**src/sv/stxd_pkg.sv**
```systemverilog
// ----------------------------------------------------------------------------
// stxd_pkg
// Shared types and constants for the STX/length/command/ETX deframer.
// ----------------------------------------------------------------------------
package stxd_pkg;

  localparam logic [7:0]  STX_BYTE    = 8'h02;
  localparam logic [7:0]  ETX_BYTE    = 8'h03;

  // Hard ceiling on the payload length, applied on top of max_length.
  localparam logic [15:0] MAX_PAYLOAD = 16'd256;

  localparam int unsigned MAXLEN_W    = 9;
  localparam logic [MAXLEN_W-1:0] MAXLEN_RESET = 9'd256;

  typedef enum logic [1:0] {
    KIND_DATA = 2'd0,
    KIND_OK   = 2'd1,
    KIND_ERR  = 2'd2
  } kind_t;

  typedef struct packed {
    logic [15:0] frame_length;
    logic [15:0] command;
    logic [7:0]  payload_index;
    logic [7:0]  payload_byte;
    kind_t       kind;
  } result_t;

endpackage

```
**src/sv/stxd_parser.sv**
```systemverilog
// ----------------------------------------------------------------------------
// stxd_parser
// Byte-wise frame parser: state update and result build for one item.
// ----------------------------------------------------------------------------
module stxd_parser (
  input  logic                          clk,
  input  logic                          rst,
  input  logic                          cfg_we,
  input  logic [stxd_pkg::MAXLEN_W-1:0] cfg_wdata,
  input  logic                          take,
  input  logic [7:0]                    in_byte,
  output logic                          res_valid,
  output stxd_pkg::result_t             res
);

  typedef enum logic [2:0] {
    PH_HUNT = 3'd0,
    PH_LEN  = 3'd1,
    PH_CMD  = 3'd2,
    PH_DATA = 3'd3,
    PH_END  = 3'd4
  } phase_t;

  phase_t                        phase, phase_next;
  logic [8:0]                    field_count, field_count_next;
  logic [15:0]                   length_reg, length_reg_next;
  logic [15:0]                   command_reg, command_reg_next;
  logic [stxd_pkg::MAXLEN_W-1:0] max_length;

  logic [15:0] limit;
  logic [15:0] len_full;
  logic [15:0] idx_inc;

  // effective limit: smaller of the register and the hard ceiling
  always_comb begin
    limit = {7'd0, max_length};
    if (stxd_pkg::MAX_PAYLOAD < limit) begin
      limit = stxd_pkg::MAX_PAYLOAD;
    end
  end

  assign len_full = {in_byte, length_reg[7:0]};
  assign idx_inc  = {7'd0, field_count} + 16'd1;

  always_comb begin
    phase_next       = phase;
    field_count_next = field_count;
    length_reg_next  = length_reg;
    command_reg_next = command_reg;
    res_valid        = 1'b0;
    res.kind          = stxd_pkg::KIND_DATA;
    res.payload_byte  = 8'd0;
    res.payload_index = 8'd0;
    res.command       = command_reg;
    res.frame_length  = length_reg;
    unique case (phase)
      PH_HUNT: begin
        if (in_byte == stxd_pkg::STX_BYTE) begin
          phase_next       = PH_LEN;
          field_count_next = 9'd0;
        end
      end
      PH_LEN: begin
        if (field_count == 9'd0) begin
          length_reg_next  = {8'd0, in_byte};
          field_count_next = 9'd1;
        end else begin
          length_reg_next  = len_full;
          field_count_next = 9'd0;
          if (len_full > limit) begin
            phase_next       = PH_HUNT;
            res_valid        = 1'b1;
            res.kind         = stxd_pkg::KIND_ERR;
            res.command      = 16'd0;
            res.frame_length = len_full;
          end else begin
            phase_next = PH_CMD;
          end
        end
      end
      PH_CMD: begin
        if (field_count == 9'd0) begin
          command_reg_next = {8'd0, in_byte};
          field_count_next = 9'd1;
        end else begin
          command_reg_next = {in_byte, command_reg[7:0]};
          field_count_next = 9'd0;
          phase_next       = (length_reg != 16'd0) ? PH_DATA : PH_END;
        end
      end
      PH_DATA: begin
        res_valid         = 1'b1;
        res.kind          = stxd_pkg::KIND_DATA;
        res.payload_byte  = in_byte;
        res.payload_index = field_count[7:0];  // wraps past 255
        if (idx_inc >= length_reg) begin
          field_count_next = 9'd0;
          phase_next       = PH_END;
        end else begin
          field_count_next = idx_inc[8:0];
        end
      end
      PH_END: begin
        phase_next       = PH_HUNT;
        field_count_next = 9'd0;
        res_valid        = 1'b1;
        res.kind         = (in_byte == stxd_pkg::ETX_BYTE) ? stxd_pkg::KIND_OK
                                                           : stxd_pkg::KIND_ERR;
      end
      default: begin
        phase_next       = PH_HUNT;
        field_count_next = 9'd0;
      end
    endcase
  end

  always_ff @(posedge clk) begin
    if (rst) begin
      phase       <= PH_HUNT;
      field_count <= 9'd0;
      length_reg  <= 16'd0;
      command_reg <= 16'd0;
      max_length  <= stxd_pkg::MAXLEN_RESET;
    end else begin
      if (cfg_we) begin
        max_length <= cfg_wdata;
      end
      if (take) begin
        phase       <= phase_next;
        field_count <= field_count_next;
        length_reg  <= length_reg_next;
        command_reg <= command_reg_next;
      end
    end
  end

  // the idle (hunt) phase holds a cleared counter
  a_hunt_count: assert property (@(posedge clk) disable iff (rst)
    (phase == PH_HUNT) |-> (field_count == 9'd0))
    else $error("field_count not cleared while hunting");

  // payload counter always below the received length
  a_data_idx: assert property (@(posedge clk) disable iff (rst)
    (phase == PH_DATA) |-> ({7'd0, field_count} < length_reg))
    else $error("payload index past frame length");

endmodule

```
**src/sv/stxd_out_buf.sv**
```systemverilog
// ----------------------------------------------------------------------------
// stxd_out_buf
// Result register with a skid stage; input side ready is registered.
// ----------------------------------------------------------------------------
module stxd_out_buf (
  input  logic              clk,
  input  logic              rst,
  input  logic              in_valid,
  input  stxd_pkg::result_t in_data,
  output logic              in_ready,
  output logic              out_valid,
  output stxd_pkg::result_t out_data,
  input  logic              out_ready
);

  logic              main_valid;
  logic              skid_valid;
  stxd_pkg::result_t main_data;
  stxd_pkg::result_t skid_data;
  logic              pop;

  assign in_ready  = !skid_valid;
  assign out_valid = main_valid;
  assign out_data  = main_data;
  assign pop       = main_valid && out_ready;

  always_ff @(posedge clk) begin
    if (rst) begin
      main_valid <= 1'b0;
      skid_valid <= 1'b0;
    end else begin
      if (pop || !main_valid) begin
        if (skid_valid) begin
          main_data  <= skid_data;
          main_valid <= 1'b1;
          skid_valid <= 1'b0;
        end else begin
          main_data  <= in_data;
          main_valid <= in_valid;
        end
      end else if (in_valid && !skid_valid) begin
        skid_data  <= in_data;
        skid_valid <= 1'b1;
      end
    end
  end

  a_skid_needs_main: assert property (@(posedge clk) disable iff (rst)
    skid_valid |-> main_valid)
    else $error("skid holds an item ahead of the output register");

  a_skid_moves_up: assert property (@(posedge clk) disable iff (rst)
    (pop && skid_valid) |=> (main_valid && !skid_valid &&
                             main_data == $past(skid_data)))
    else $error("skid item not promoted in order");

  a_drain: assert property (@(posedge clk) disable iff (rst)
    (pop && !skid_valid && !in_valid) |=> !main_valid)
    else $error("output item repeated after drain");

endmodule

```
**src/sv/stx_len_cmd_etx_deframer.sv**
```systemverilog
// ----------------------------------------------------------------------------
// stx_len_cmd_etx_deframer
// Parses STX / length / command / payload / ETX frames one byte per item.
// ----------------------------------------------------------------------------
//
//   channel  | dir | tdata (low bit first)                          | tuser
//   ---------+-----+------------------------------------------------+------
//   s_axis   | in  | rx_byte[7:0]                                   | -
//   m_axis   | out | payload_byte, payload_index, command,          | kind
//            |     | frame_length (48 bits)                         |
//   cfg      | in  | max_length[8:0], written when cfg_we is high   | -
//
// One byte item is taken per clock while s_tready is high; the parser state
// updates in the cycle the item is accepted and any result is registered
// in the output buffer. Each item produces zero or one result.
// A two-entry output (register plus skid) keeps s_tready high while one
// result waits, so a stalled m_tready only blocks input once both fill.
// rst (synchronous) returns the parser to hunting, max_length to 256.
// ----------------------------------------------------------------------------
module stx_len_cmd_etx_deframer (
  input  logic        clk,
  input  logic        rst,
  // configuration
  input  logic        cfg_we,
  input  logic [8:0]  cfg_wdata,    // max_length
  // input stream
  input  logic        s_tvalid,
  output logic        s_tready,
  input  logic [7:0]  s_tdata,      // [7:0] rx_byte
  // output stream
  output logic        m_tvalid,
  input  logic        m_tready,
  output logic [47:0] m_tdata,      // [7:0] payload_byte, [15:8] payload_index,
                                    // [31:16] command, [47:32] frame_length
  output logic [1:0]  m_tuser       // [1:0] kind: 0 data, 1 frame ok, 2 error
);

  logic              take;
  logic              res_valid;
  stxd_pkg::result_t res;
  logic              buf_ready;
  stxd_pkg::result_t out_res;

  // an item is consumed whenever the buffer can absorb a possible result
  assign s_tready = buf_ready;
  assign take     = s_tvalid && buf_ready;

  stxd_parser u_parser (
    .clk       (clk),
    .rst       (rst),
    .cfg_we    (cfg_we),
    .cfg_wdata (cfg_wdata),
    .take      (take),
    .in_byte   (s_tdata),
    .res_valid (res_valid),
    .res       (res)
  );

  stxd_out_buf u_out (
    .clk       (clk),
    .rst       (rst),
    .in_valid  (take && res_valid),
    .in_data   (res),
    .in_ready  (buf_ready),
    .out_valid (m_tvalid),
    .out_data  (out_res),
    .out_ready (m_tready)
  );

  assign m_tdata = {out_res.frame_length, out_res.command,
                    out_res.payload_index, out_res.payload_byte};
  assign m_tuser = out_res.kind;

endmodule
```
**config.mk**
```make
export PLATFORM = sky130hd
export DESIGN_NAME = stx_len_cmd_etx_deframer
export DESIGN_NICKNAME = d
export VERILOG_FILES = /design/src/sv/stxd_pkg.sv /design/src/sv/stxd_parser.sv /design/src/sv/stxd_out_buf.sv /design/src/sv/stx_len_cmd_etx_deframer.sv
export SDC_FILE = /design/constraint.sdc
export NUM_CORES = 1
export LEC_CHECK = 0
export BUFFER_PORTS_ARGS = -buffer_cell sky130_fd_sc_hd__buf_2
export CORE_UTILIZATION = 42
export DETAILED_ROUTE_END_ITERATION = 12
export PLACE_DENSITY_LB_ADDON = 0.05
export REMOVE_ABC_BUFFERS = 1
export SLEW_MARGIN = 20
export SYNTH_ARGS = -nofsm -noshare
export SYNTH_HDL_FRONTEND = slang
export SYNTH_SLANG_ARGS = --single-unit
```
**constraint.sdc**
```tcl
create_clock -name clk -period 7.7 [get_ports clk]
set_input_delay 0.385 -clock clk [delete_from_list [all_inputs] [get_ports clk]]
set_output_delay 0.385 -clock clk [all_outputs]
set_load 0.1 [all_outputs]
```
# Word-level counts from Yosys, hierarchy flattened
# Cells that the tools add are included.
[totals]
register_bits = 155
inputBits = 22
out_inout_bits = 52
word_cells = 83
[op_classes]
add_sub_neg = 1
n_lt_le_gt_ge = 3
eq_ne = 10
muxes = 27
n_bitwise = 2
n_reduce_logical = 21
[op_table]
columns = ["cell", "count"]
rows = [
  ["two-way mux 32 bit", 3],
  ["two-way mux 50 bit", 1],
  ["two-way mux 16 bit", 3],
  ["two-way mux 9 bit", 3],
  ["one-hot mux 9 bit (3 select lines)", 1],
  ["equality test 8 x 2 -> 1 bit, second input constant", 2],
  ["greater-or-equal comparator 16 bit", 1],
  ["> comparator 16 x 9 -> 1 bit", 1],
  ["nonzero test 16 bit", 1],
  ["two-way mux 3 bit", 5],
  ["one-hot mux 3 bit (4 select lines)", 1],
  ["adder 9 x 1 -> 10 bit, second input constant", 1],
  ["logical NOT 9 bit", 1],
  ["< comparator 9 bit, first input constant", 1],
  ["AND reduction 3 bit", 3],
  ["two-way mux 2 bit", 4],
  ["AND reduction 2 bit", 4],
  ["equality test 3 x 2 -> 1 bit, second input constant", 2],
  ["OR reduction 2 bit", 3],
  ["AND reduction 5 bit", 1],
  ["logical AND 1 bit", 4],
  ["two-way mux 1 bit", 4],
  ["!= test 2 x 1 -> 1 bit, second input constant", 2],
  ["!= test 2 bit, second input constant", 2],
  ["other kinds (8)", 10],
]

# Depth between registers and ports, before layout
[logic_depth]
ltp_word = 9
depth_mapped = 12
mapped_depth_nobuf = 11

# Cells and area by module
# A second synthesis with hierarchy kept.
[hier_totals]
cells_unflattened = 552
area_unflattened_um2 = 7183.1
[modules_own_cells]
columns = ["mod", "n_inst", "cells_each", "area_each_um2", "seq_area_each_um2"]
rows = [
  ["stxd_out_buf", 1, 165, 3947.5, 3042.9],
  ["stxd_parser", 1, 385, 3223.1, 1061.0],
  ["stx_len_cmd_etx_deframer", 1, 2, 12.5, 0.0],
]

# Least setup slack after synthesis
# No wires, ideal clock.
[synth_timing]
kind = "reg2reg"
from = "register u_parser.max_length[8] in the netlist's numbering"
to = "register u_out.skid_data[0] in the netlist's numbering, enable pin"
setup_time_ns = 0.533
arrival_ns = 5.456
required_ns = 7.167
setup_slack_ns = 1.711
path_stages_with_launch = 10
n_path_buf = 0
synth_period_minus_slack_ns = 5.989
path_cell_list = "dfxtp_1 -> clkinv_1 -> nand2_1 -> ha_1 -> nor2b_1 -> o211ai_1 -> a21oi_1 -> o21ai_0 -> or3b_2 -> a211oi_1"
[synth_via]
elab_chain_len = 9
[synth_rtl]
columns = ["element", "line_no", "rtl"]
rows = [
  ["start, declared", "stxd_parser.sv:28", "logic [stxd_pkg::MAXLEN_W-1:0] max_length;"],
  ["start signal, assigned", "stxd_parser.sv:123", "max_length <= stxd_pkg::MAXLEN_RESET;"],
  ["start signal, assigned", "stxd_parser.sv:126", "max_length <= cfg_wdata;"],
  ["< comparator 9 bit", "stxd_parser.sv:37", "if (stxd_pkg::MAX_PAYLOAD < limit) begin"],
  ["two-way mux 9 bit (*)", "stxd_parser.sv:37", ""],
  ["> comparator 16 x 9 -> 1 bit (*)", "stxd_parser.sv:70", "if (len_full > limit) begin"],
  ["two-way mux 1 bit (*)", "stxd_parser.sv:70", ""],
  ["two-way mux 1 bit (*)", "stxd_parser.sv:64", "if (field_count == 9'd0) begin"],
  ["one-hot mux 1 bit (2 select lines) (*)", "stxd_parser.sv:56", "unique case (phase)"],
  ["logical AND 1 bit (*)", "stx_len_cmd_etx_deframer.sv:62", ".in_valid (take && res_valid),"],
  ["logical AND 1 bit (*)", "stxd_out_buf.sv:41", "end else if (in_valid && !skid_valid) begin"],
  ["AND reduction 3 bit (no source line) (*)", "n/a", ""],
  ["end signal, assigned", "stxd_out_buf.sv:42", "skid_data <= in_data;"],
  ["end, declared", "stxd_out_buf.sv:19", "stxd_pkg::result_t skid_data;"],
]
# Every way passes the cells marked *; elsewhere a longest branch is shown, timed or not.
# A chain may end at the register's enable or synchronous reset.

# Worst setup path after layout
[layout_timing]
from = "register u_parser.max_length[8] in the netlist's numbering"
to = "register u_out.skid_data[31] in the netlist's numbering, enable pin"
# The elaborated chain is that of the path after synthesis.

==> flow_summary.toml <==
[status]
status = "finished clean"

[critical_path]
crit_type = "flop to flop"
cp.required_ns = 7.76
cp_slowest_stage_delay_ns = 0.79
cp-startpoint = "u_parser.max_length[8]"
startpoint_type = "flop"
crit_chain = "clkinv_1 > nand2_1 > ha_1 > nand4_1 > o32a_1 > or3_1 > o21ai_0 > or3b_2 > a211oi_4 > buf_4"
rr_endpoint = "u_out.skid_data[31]"
worstPathArrival_ns = 3.95
worstPathMaxFanout = 36
end_kind = "flop"
timing.rr.start = "u_parser.max_length[8]"
rrSetupSlack_ns = 3.81
r2r_cells = 10
crit_path_end = "u_out.skid_data[31]"
slowest_stage = "a211oi_4"

[detailed_routing]
vias = 4462
drt-pass1-iter-count = 5
final_antenna_net_count = 0
drt_wl_total_microns = 15100
vias_per_cell = 5.22
drc_errors = 0
drt_iter0_drc = 286
wl_per_cell_microns = 17.7

[grt]
grt_util_met2 = 0.301
grt_pass1_wl_microns = 24100
grtUsageMet3 = 0.0458
antenna_found_initial = 0
grt_pass1_vias = 4388
top_usage_layer = "met2"
gr-usage-met1 = 0.256
grt_usage = 0.193
overflow = 0
grt_max_degree = 57

[floorplanning]
die_h_microns = 130
pin_count = 74
rows = 46
coreArea_sq_um = 15900
start_util = 0.430
die_x_microns = 130
fp.dieArea_sq_um = 16800

[cts]
numCtsBuffers = 17
cts_tree = "built"
cts.sinks = 155
clkSlewWorstSetupHoldPaths_ns = 0.06
htree_levels = 4
ctsResizeCount = 0
postCtsSetupBuffers = 0
cts_root_buffer = "clkbuf_16"
holdBufCountCts = 0
clock_latency_ns = 0.44
clock_path_buffers = 2

[timing]
finalSetupViolations = 0
fmax_mhz = 257
fin_crit_sh = 0.505
fin_crit_ns = 3.89
hold_violations = 0
fin_setup_tns_ns = 0
finalClockSkew_ns = 0.0201
slew_violations = 0
slew_headroom = 0.400
worst_pin_slew_ns = 0.897
rsz0062_at_grt = "false"

[layout]
fillCellCount = 1440
nets = 668
final_util = 0.501
antenna_cells = 0
syn_to_final_growth_pct = 16.5
drive_gt1_frac = 0.252
multi_input_area_sq_um = 2550
final-seq-area_sq_um = 4100

[yosys]
ys_seq_area_frac = 0.601
async_flop_share = 0
avgSynthCellArea_sq_um = 12.3
ys_ff_latch = 155
synth_edf_count = 100
syn-instance-count = 554
netlist-cell-type-count = 54
yosys_warnings = 0
syn_area_sq_um = 6830
ys.flop_type = "edfxtp_1"

[place]
port_buffers = 73
gp_congestion = 0.808
dp_hpwl_microns = 10100

[power]
ir_worst_vdd_uv = 150
power_density_nw_per_um2 = 235
p_leak_uw = 0.00328
p_total_uw = 1870

[hold_path]
hp-class = "input pin to flop"

[run]
maxCapViolations = 0
cells in the final DEF, fill, tap and decap left out, types with 3 or more instances in the layout:
master,netlist,final
nor4_1,3,3
edfxtp_1,100,100
clkinv_1,2,5
and3_1,9,9
dfxtp_1,55,55
a22o_2,3,3
inv_1,16,16
buf_2,5,73
nand4_1,5,5
nand2_1,48,48
o21ai_0,10,10
buf_4,0,5
or3_1,3,3
and2_1,35,34
nor2_1,32,32
mux2_2,40,40
xor2_1,6,6
nand3_1,21,21
mux2i_1,25,25
o31ai_1,8,8
a22o_1,10,10
nor3_1,4,4
a21oi_1,27,27
ha_1,21,21
clkbuf_1,17,3
nor2b_1,8,8
clkbuf_16,0,17
routing by layer:
metal / wire length (microns) / share of wire
met5: 0 / 0
met2: 7140 / 0.47
met1: 7180 / 0.48
met3: 595 / 0.039
met4: 194 / 0.013
power by group:
group,leakage [uW],internal [uW],switching [uW]
Clock,0.000267,474,332
Sequential,0.00142,896,9.61
Combinational,0.00159,34.5,125
metrics by stage:
stage / cell area (sq um) / hold slack [ns] / setup WS (ns) / cells
final: 7960 / 0.182 / 3.81 / 854
after floorplan: 6710 / 0.426 / 1.71 / 528
after global placement: 7400 / 0.447 / 3.91 / 822
after detailed placement: 7400 / 0.445 / 3.82 / 822
after global routing: 7960 / 0.186 / 3.49 / 854
after CTS: 7960 / 0.174 / 3.77 / 854
Yosys cell counts, types with 3 or more instances:
| cell | number | area, sq um |
|---|---|---|
| edfxtp_1 | 100 | 3000 |
| dfxtp_1 | 55 | 1100 |
| nand2_1 | 48 | 180 |
| mux2_2 | 40 | 450 |
| and2_1 | 35 | 219 |
| nor2_1 | 32 | 120 |
| a21oi_1 | 27 | 135 |
| mux2i_1 | 25 | 250 |
| ha_1 | 21 | 263 |
| nand3_1 | 21 | 105 |
| clkbuf_1 | 17 | 63.8 |
| inv_1 | 16 | 60.1 |
| a22o_1 | 10 | 87.6 |
| o21ai_0 | 10 | 50.1 |
| and3_1 | 9 | 56.3 |
| nor2b_1 | 8 | 50.1 |
| o31ai_1 | 8 | 60.1 |
| xor2_1 | 6 | 52.6 |
| buf_2 | 5 | 25.0 |
| nand4_1 | 5 | 31.3 |
| nor3_1 | 4 | 20.0 |
| a211oi_1 | 3 | 22.5 |
| a22o_2 | 3 | 30.0 |
| nor4_1 | 3 | 18.8 |
| or3_1 | 3 | 18.8 |
cell type report:
class                           count  share of cell area
Clock inverter                     12              0.0154
Tap cell                          216              0.0340
Timing Repair Buffer               78              0.0506
Inverter                           18             0.00849
Multi-Input combinational cell    355               0.321
Sequential cell                   155               0.516
Clock buffer                       20              0.0549
logic make-up (layout without fill, tap and decap cells):
kind of cell / count (synthesis) / after routing / synth area share
simple gates: 181 / 181 / 0.138
buf+inv: 44 / 128 / 0.0273
xor+xnor: 8 / 8 / 0.0103
flops: 155 / 155 / 0.601
compound gates: 78 / 78 / 0.0786
mux: 67 / 67 / 0.107
fa+ha+maj: 21 / 21 / 0.0385
worst min-delay path by stage:
stage | from | end | cells past startpoint
final | cfg_wdata[8] | u_parser.max_length[8] | 3
after floorplan | u_parser.command_reg[10] | u_parser.command_reg[10] | 2
after global placement | u_parser.command_reg[8] | u_parser.command_reg[8] | 2
after CTS | cfg_wdata[8] | u_parser.max_length[8] | 3
after detailed placement | u_parser.command_reg[13] | u_parser.command_reg[13] | 2
after global routing | cfg_wdata[8] | u_parser.max_length[8] | 3
critical path, delay by kind of cell (launching register included):
kind	cells	cell delay [ns]
buffers and inverters	2	0.78
adder cells (fa/ha/maj)	1	0.26
AND/OR/NAND/NOR	4	0.97
flip-flops	1	0.34
AO/OA/AOI/OAI	3	1.13
No activity file was read; power rests on OpenSTA's default activity.
